### src/hw/rtl/bde_pkg.sv
// Shared types, sizes and helpers for the binary disk erode/dilate block.
// Used by every module of the block; depends on nothing.
package bde_pkg;

   localparam int MAX_WIDTH  = 1024;
   localparam int MAX_RADIUS = 7;
   localparam int WIN        = 2 * MAX_RADIUS + 1;
   localparam int HIST_W     = WIN - 1;
   localparam int COL_W      = $clog2(MAX_WIDTH);
   localparam int DIM_W      = 11;
   localparam int RAD_W      = 3;
   localparam int LAG_W      = $clog2(MAX_RADIUS * MAX_WIDTH + MAX_RADIUS + 1);
   localparam int QDEPTH     = 4;
   localparam int QPTR_W     = $clog2(QDEPTH);
   localparam int ADDR_W     = 4;
   localparam int DATA_W     = 32;

   typedef enum logic [1:0] {
      REG_RADIUS = 2'd0,
      REG_WIDTH  = 2'd1,
      REG_HEIGHT = 2'd2,
      REG_MODE   = 2'd3
   } reg_index_type;

   typedef logic [WIN-1:0] col_vec_type;

   typedef struct packed {
      logic [RAD_W-1:0] radius;
      logic [DIM_W-1:0] width;
      logic [DIM_W-1:0] height;
      logic             mode;
   } cfg_type;

   typedef struct packed {
      col_vec_type      vec;
      logic             emit;
      logic             last;
      logic [DIM_W-1:0] out_row;
      logic [COL_W-1:0] out_col;
   } slot_type;

   function automatic logic in_disk(input logic [RAD_W-1:0] r, input int d, input int k);
      int dr;
      int dk;
      int rr;
      rr = int'(r);
      dr = d - rr;
      dk = k - rr;
      return (dr * dr + dk * dk) <= (rr * rr);
   endfunction

endpackage

### src/hw/rtl/bde_queue.sv
// Short slot queue between front and back ends.
// Uses bde_pkg for the slot type and depth.
module bde_queue (
   input  logic                     clock,
   input  logic                     reset,
   input  logic                     push,
   input  bde_pkg::slot_type        push_slot,
   input  logic                     pop,
   output logic                     head_valid,
   output bde_pkg::slot_type        head_slot,
   output logic [bde_pkg::QPTR_W:0] space
);

   bde_pkg::slot_type           slots_ff [bde_pkg::QDEPTH];
   logic [bde_pkg::QPTR_W-1:0]  wr_ff, wr_in;
   logic [bde_pkg::QPTR_W-1:0]  rd_ff, rd_in;
   logic [bde_pkg::QPTR_W:0]    count_ff, count_in;

   always_comb begin
      wr_in    = push ? wr_ff + bde_pkg::QPTR_W'(1) : wr_ff;
      rd_in    = pop ? rd_ff + bde_pkg::QPTR_W'(1) : rd_ff;
      count_in = count_ff + {{bde_pkg::QPTR_W{1'b0}}, push}
               - {{bde_pkg::QPTR_W{1'b0}}, pop};
      head_valid = count_ff != '0;
      head_slot  = slots_ff[rd_ff];
      space      = (bde_pkg::QPTR_W+1)'(bde_pkg::QDEPTH) - count_ff;
   end

   always_ff @(posedge clock) begin
      if (reset) begin
         wr_ff    <= '0;
         rd_ff    <= '0;
         count_ff <= '0;
      end else begin
         wr_ff    <= wr_in;
         rd_ff    <= rd_in;
         count_ff <= count_in;
      end
   end

   always_ff @(posedge clock) begin
      if (push) begin
         slots_ff[wr_ff] <= push_slot;
      end
   end

endmodule

### config.mk
export PLATFORM = sky130hd
export DESIGN_NAME = bde_queue
export DESIGN_NICKNAME = d
export VERILOG_FILES = /design/src/hw/rtl/bde_pkg.sv /design/src/hw/rtl/bde_queue.sv
export SDC_FILE = /design/constraint.sdc
export NUM_CORES = 1
export LEC_CHECK = 0
export CAP_MARGIN = 20
export CORE_MARGIN = 4
export CORE_UTILIZATION = 25
export CTS_CLUSTER_DIAMETER = 80
export DETAILED_ROUTE_END_ITERATION = 7
export DONT_BUFFER_PORTS = 1
export PLACE_DENSITY = 0.34
export SKIP_CTS_REPAIR_TIMING = 1
export SLEW_MARGIN = 20
export SYNTH_ARGS = -nofsm -noshare
export SYNTH_HDL_FRONTEND = slang
export SYNTH_SLANG_ARGS = --single-unit
### constraint.sdc
create_clock -name clock -period 2.3 [get_ports clock]
set_input_delay 0.23 -clock clock [delete_from_list [all_inputs] [get_ports clock]]
set_output_delay 0.23 -clock clock [all_outputs]
set_load 0.005 [all_outputs]
# Word level (Yosys, flattened, before mapping)

Memory sizes are Yosys's and may differ from the RTL's. A register that Yosys moved wholly into a read port is not among the register bits.
Cells that the tools add are included.

$add $sub $neg: 5
$mul: 0
Div/mod/pow operators: 0
Magnitude comparators: 0
Eq/ne operators: 0
Shift-type cells: 0
Muxes and demuxes: 4
Bitwise gates (word level): 0
Reductions and logical operators: 1

Operator list:

| operator              | number |
|---|---|
| $add A2 B1 Y2 const B | 2 |
| $mux W2               | 2 |
| $add A3 B1 Y3         | 1 |
| $reduce_bool A3 Y1    | 1 |
| $sub A3 B1 Y3         | 1 |
| $sub A3 B3 Y3 const A | 1 |
| $mux W1               | 2 |

Register bits after elaboration: 7
Bits in latches: 0
Bits in writable memories: 152
Bits in read-only memories: 0
Bits of input ports: 42
Output and inout bits: 42
Memories kept: 1

Memories:

| memory   | depth | bits a word | read ports | clocked after Yosys merged registers in | wr ports | line            | source |
|---|---|---|---|---|---|---|---|
| slots_ff | 4     | 38          | 1          | 1                                       | 1        | bde_queue.sv:14 | `bde_pkg::slot_type slots_ff [bde_pkg::QDEPTH];` |

# Depth between registers and ports, before layout

Gate-level depths: netlist (run 1).

Depth after elaboration: 3
Mapped depth: 7

# Worst setup path after synthesis (run 1)

No wires, ideal clock.

Path kind: flip-flop to flip-flop
Start point: reg wr_ff[0] (netlist name)
End point: mem slots_ff[2][0] (netlist name) (enable)
Setup time: 399 ps
Data arrival time: 1,466 ps
Slack: 435 ps
Stages on the path, launching flop included: 4
Buffers on the path: 0
Period minus slack after synthesis: 1,865 ps
Cell sequence: dfxtp_1 > inv_1 > ha_1 > and2_1

RTL lines:

| item                   | line            | source |
|---|---|---|
| start, declared        | bde_queue.sv:15 | `logic [bde_pkg::QPTR_W-1:0] wr_ff, wr_in;` |
| start signal, assigned | bde_queue.sv:35 | `wr_ff <= wr_in;` |
| end, declared          | bde_queue.sv:14 |  |

No word-level cell before the write port.

==> impl_results.md, run 1 <==
* FILL cells at 2255
* Total track usage at 0.0947
* Largest net degree at the start of global routing at 29
* Sink Count at 161
* FF-to-FF path depth at 7
* CP required at 2070 ps
* Vias at 2569
* First DRT Iteration DRCs at 166
* Outcome: finished, final reports clean
* Die Area at 26400 um^2
* Synth async-reset ratio at 0
* Post-route cell area at 7410 um^2
* RSZ-0062 raised after global routing: no
* Port Buf Inserts at 0
* Worst Setup End Kind: output port
* Post-route ant nets at 0
* ANT cells at 0
* Post-Place Worst Slack at 542 ps
* Max-slew headroom at 0.735
* PnR Total Power at 6.85 mW
* Grt total ovfl at 0
* Hold Crit Depth at 2
* Wire per inst at 19.2 um
* Setup TNS Final at 0 ps
* Synth-to-Final Area Change at 24.1%
* Reg2reg start: count_ff[0]
* CTS root buf: clkbuf_16
* Share of the synthesized area in the top cell type at 0.765
* Syn_area_per_cell at 24.5 um^2
* Max cap viols at 0
* Top-count cell post-synth: edfxtp_1
* Cell Pwr Density at 924 nW/um^2
* Synthesized Nets at 295
* Crit Path Class: register to output port
* Reg2Reg Setup Slack at 500 ps
* Die W at 163 um
* Leakage at 2.36 nW
* DP Wirelength at 7230 um
* Met3 WL post-DR at 751 um
* Ports at 84
* # DRC at 0
* Ys flop type: edfxtp_1
* Sequential area share after synthesis at 0.795
* Max layer used: met4
* Post-synth EDFFs at 152
* Setup WS post-layout at 318 ps
* Mapped Area at 5970 um^2
* DP Area at 6410 um^2
* Cells after Synth at 244
* Fmax at 505 MHz
* Sequential Area at 4750 um^2
* Clk Latency, worst-skew pair at 420 ps
* Clock Skew at 5.92 ps
* Cell variety after synth at 20
* Post-layout min period at 1980 ps
* Final hold violation count at 0
* Number of nets in the layout at 358
* CP max FO at 17
* Synth cell count leaders: edfxtp_1 (152), mux4_2 (38), dfxtp_1 (9), inv_1 (9), ha_1 (8)
* Peak VDD IR at 0.399 mV
* Fin crit share at 0.862
* GP Congestion at 0.639
* Leading post-synthesis cells by cell area: edfxtp_1 (76%), mux4_2 (14%), dfxtp_1 (3.0%)
* Hold Startpoint: pop
* Area leader, netlist: edfxtp_1
* Startpoint Class: register
* Layout cells sized above 1 at 0.263
* Avg Vias per Cell at 4.02
* WHS at 31.7 ps
* HP Class: input pin to register
* Die height at 163 um
* Antenna violations before repair at 0
* Area of the multi-input gates at 1110 um^2
* Detailed Routing Iterations Pass 1 at 4
* Initial Utilization at 0.254
* First-pass GRT wire length at 17700 um
* Met2 WL at 6110 um
* #FFs+latches synth at 161
* H-tree depth at 4
* Total wire length at 12300 um
* # setup viols final at 0
* Worst-path clk slew at 60 ps
* Cts bufs inserted at 17
* CORE AREA at 23500 um^2
* Ys Warns at 0
* Vias in the first global route at 2693
* CTS max path bufs at 2
* Metal-1 WL at 5230 um
* CP arrival at 1750 ps
* TritonCTS clock tree: built
* Worst Max-Slew Pin Slew at 397 ps
* Slew Limit Fails at 0
* Rows at 56
* RR Endpoint: count_ff[2]
[layout by cell type, fill, tap and decap left out, drive strengths merged]
cell type	count
a21bo	1
ha	8
mux2i	1
fa	1
buf	12
and2	4
nand3b	1
nor2	5
a21oi	1
inv	10
edfxtp	152
xnor2	2
bufinv	3
clkinvlp	1
mux4	38
clkinv	4
xor3	1
dfxtp	9
dlygate4sd3	41
clkbuf	23
nor2b	2
[per-layer routing]
metal	GRT usage	up-vias
li1	-	1133
met1	0.105	1352
met2	0.155	72
met3	0.0471	12
met4	0.0381	0
met5	0	-
[through the flow]
step	util	instances
2_1_floorplan	-	244
3_3_place_gp	0.273	566
3_5_place_dp	0.273	566
4_1_cts	0.298	598
5_1_grt	0.316	639
6_report	0.316	639
[state kept, by name, summed over array words and instances, names as in the netlist, named ones only]
name / flops
wr_ff: 2
rd_ff: 2
slots_ff: 152
count_ff: 3
[worst max-delay path by stage]
stage | from | endpoint | slack [ps] | cells past startpoint
2_1_floorplan | wr_ff[0] | slots_ff[2][0] | 440 | 3
3_3_place_gp | count_ff[0] | count_ff[2] | 540 | 7
3_5_place_dp | count_ff[0] | count_ff[2] | 540 | 7
4_1_cts | register | head_slot[33] | 250 | 2
5_1_grt | register | head_slot[33] | 220 | 2
6_report | register | head_slot[33] | 320 | 2
[cell families after synthesis]
logic type | count (synthesis) | synth area share
compound gates | 2 | 0.00251
mux | 39 | 0.145
simple gates | 12 | 0.0107
fa+ha+maj | 9 | 0.0201
flops | 161 | 0.795
buf+inv | 18 | 0.0199
xor+xnor | 3 | 0.00692
[cell type report]
class                      instances  share of cell area
sequential                       161               0.641
multi-input combinational         65               0.150
timing repair buffer              53              0.0709
clock buffer                      23              0.0618
tap                              319              0.0539
clock inverter                     9              0.0181
inverter                           9             0.00456
[critical path, cell delays in order, from the launching register on]
cell	delay [ps]
dfxtp_4	360
buf_4	360
mux4_2	610
[where the power goes]
group | leakage (nW) | internal (mW) | switching (mW)
sequential | 1.47 | 3.37 | 0.0410
clock | 0.286 | 1.74 | 1.10
combinational | 0.603 | 0.286 | 0.311
total | 2.36 | 5.39 | 1.46
(Power assumes the default switching activity.)
==> run 2: changes to the inputs <==
--- a/config.mk
+++ b/config.mk
@@ -13,7 +13,6 @@
 export DONT_BUFFER_PORTS = 1
 export PLACE_DENSITY = 0.34
 export SKIP_CTS_REPAIR_TIMING = 1
-export SLEW_MARGIN = 20
 export SYNTH_ARGS = -nofsm -noshare
 export SYNTH_HDL_FRONTEND = slang
 export SYNTH_SLANG_ARGS = --single-unit
==> constraint.sdc (replaced) <==
create_clock -name clock -period 2.3 [get_ports clock]
set_input_delay 0.23 -clock clock [delete_from_list [all_inputs] [get_ports clock]]
set_output_delay 0.23 -clock clock [all_outputs]
set_load 0.02 [all_outputs]
==> run 2 against run 1 <==
Against the previous run: routed wire length is 1.6% higher; combinational power is 24% higher; register-to-register slack worse by 160 ps; die area stayed put; design area is 0.52% lower; count of clock-buffer cells in the layout is 1 lower; clock skew is 2.0 ps higher; worst setup slack worse by 72 ps; largest power group unchanged; hold slack worse by 31 ps; critical path type unchanged; cell count is 0.16% higher; largest cell class unchanged; sequential share of layout area is 0.34 points higher.
==> impl_results.md, run 2 (same netlist as run 1, synthesis figures left out) <==
* First DRT Iteration DRCs at 135 (was 166)
* Cts bufs inserted at 17 (unchanged)
* CP max FO at 22 (was 17)
* Largest net degree at the start of global routing at 24 (was 29)
* Reg2Reg Setup Slack at 340 ps (was 500 ps)
* Highest-count cells in the layout ignoring fill and taps: edfxtp_1 (152), dlygate4sd3_1 (42), mux4_2 (38) (was edfxtp_1 (152), dlygate4sd3_1 (41), mux4_2 (38))
* HP Class: input pin to register (unchanged)
* Util after Layout at 0.314 (was 0.316)
* Setup TNS Final at 0 ps (unchanged)
* DP Wirelength at 7370 um (was 7230 um)
* Worst-path clk slew at 60 ps (about the same)
* Final hold violation count at 0 (unchanged)
* H-tree depth at 4 (unchanged)
* Clk Latency, worst-skew pair at 410 ps (was 420 ps)
* CORE AREA at 23500 um^2 (unchanged)
* Largest register FFs at 152 (unchanged)
* FF-to-FF path depth at 7 (unchanged)
* Die Area at 26400 um^2 (unchanged)
* Layout cells sized above 1 at 0.262 (was 0.263)
* Initial Utilization at 0.254 (unchanged)
* Vias in the first global route at 2682 (was 2693)
* Number of nets in the layout at 359 (was 358)
* Sequential Area at 4750 um^2 (unchanged)
* Wire per inst at 19.5 um (was 19.2 um)
* Leakage at 2.34 nW (was 2.36 nW)
* Clock Skew at 7.95 ps (was 5.92 ps)
* Die W at 163 um (unchanged)
* Avg Vias per Cell at 4.06 (was 4.02)
* ANT cells at 0 (unchanged)
* Most common cell after layout, fill and taps aside: edfxtp_1 (unchanged)
* Slew Limit Fails at 0 (unchanged)
* TritonCTS clock tree: built (unchanged)
* Fmax at 487 MHz (was 505 MHz)
* Synth-to-Final Area Change at 23.5% (was 24.1%)
* Post-route ant nets at 0 (unchanged)
* CTS max path bufs at 2 (unchanged)
* Reg2reg start: count_ff[0] (unchanged)
* Hold Crit Depth at 2 (unchanged)
* Max-slew headroom at 0.727 (was 0.735)
* FILL cells at 2289 (was 2255)
* GP Congestion at 0.652 (was 0.639)
* Startpoint Class: register (unchanged)
* Top Registers: slots_ff (152), count_ff (3) (unchanged)
* Peak VDD IR at 0.407 mV (was 0.399 mV)
* Total wire length at 12500 um (was 12300 um)
* # DRC at 0 (unchanged)
* Antenna violations before repair at 0 (unchanged)
* CP required at 2070 ps (about the same)
* RSZ-0062 raised after global routing: no (unchanged)
* RR Endpoint: count_ff[2] (unchanged)
* Port Buf Inserts at 0 (unchanged)
* Worst Setup End Kind: output port (unchanged)
* Worst Max-Slew Pin Slew at 409 ps (was 397 ps)
* Cell Count, Final, Fillers Out at 640 (was 639)
* Outcome: finished, final reports clean (unchanged)
* Total track usage at 0.0971 (was 0.0947)
* Post-layout min period at 2050 ps (was 1980 ps)
* Hold Startpoint: pop (unchanged)
* Ports at 84 (unchanged)
* Fin crit share at 0.893 (was 0.862)
* Die height at 163 um (unchanged)
* Post-Place Worst Slack at 371 ps (was 542 ps)
* Detailed Routing Iterations Pass 1 at 4 (unchanged)
* Cell Pwr Density at 931 nW/um^2 (was 924 nW/um^2)
* Grt total ovfl at 0 (unchanged)
* CP arrival at 1820 ps (was 1750 ps)
* First-pass GRT wire length at 18100 um (was 17700 um)
* Sink Count at 161 (unchanged)
* Area of the multi-input gates at 1110 um^2 (unchanged)
* Setup WS post-layout at 247 ps (was 318 ps)
* Max cap viols at 0 (unchanged)
* # placed instances at 566 (unchanged)
* Vias at 2597 (was 2569)
* CTS root buf: clkbuf_16 (unchanged)
* Most flops, register: slots_ff (unchanged)
* Rows at 56 (unchanged)
* # setup viols final at 0 (unchanged)
* Crit Path Class: register to output port (unchanged)
## run 2: cell count changes in the layout (fill, tap and decap cells not counted), sizes merged
| cell | delta |
|---|---|
| clkbuf | -1 |
| dlygate4sd3 | +1 |
| clkinvlp | +2 |
| bufinv | -1 |
## run 2: worst max-delay path by stage
stage	startpoint	endpoint	depth (start not counted)
2_1_floorplan	wr_ff[0]	slots_ff[2][0]	3
3_3_place_gp	count_ff[0]	count_ff[2]	7
3_5_place_dp	count_ff[0]	count_ff[2]	7
4_1_cts	register	head_slot[3]	2
5_1_grt	register	head_slot[3]	2
6_report	register	head_slot[10]	2
## run 2: layout make-up
| cell class | instances | area share |
|---|---|---|
| Tap cell | 319 | 0.0541 |
| Multi-Input combinational cell | 65 | 0.151 |
| Timing Repair Buffer | 54 | 0.0709 |
| Sequential cell | 161 | 0.644 |
| Inverter | 9 | 0.00458 |
| Clock inverter | 10 | 0.0151 |
| Clock buffer | 22 | 0.0603 |
## run 2: report_power, final
part | switching, mW | internal (mW)
combinational | 0.450 | 0.293
clock | 1.10 | 1.59
sequential | 0.0540 | 3.37
## run 2: metal layers
metal  vias to the layer above  track usage  routed length (um)
met5                         -            0                   0
met4                         0       0.0404                 210
met3                        14       0.0438                 770
met2                        73        0.158                6100
met1                      1374        0.112                5410
li1                       1136            -                   -
## run 2: worst max-delay path: stages, from the launching register on
cell	delay, ps
dfxtp_4	480
buf_12	260
mux4_2	630
## run 2: stage by stage
stage | instance area, um^2 | hold WS, ps | total power, mW
2_1_floorplan | 5970 | 302 | 4.02
3_3_place_gp | 6400 | 297 | 4.16
3_5_place_dp | 6400 | 297 | 4.17
4_1_cts | 6950 | -158 | 6.92
5_1_grt | 7370 | 8.51 | 7.18
6_report | 7370 | 0.336 | 6.86
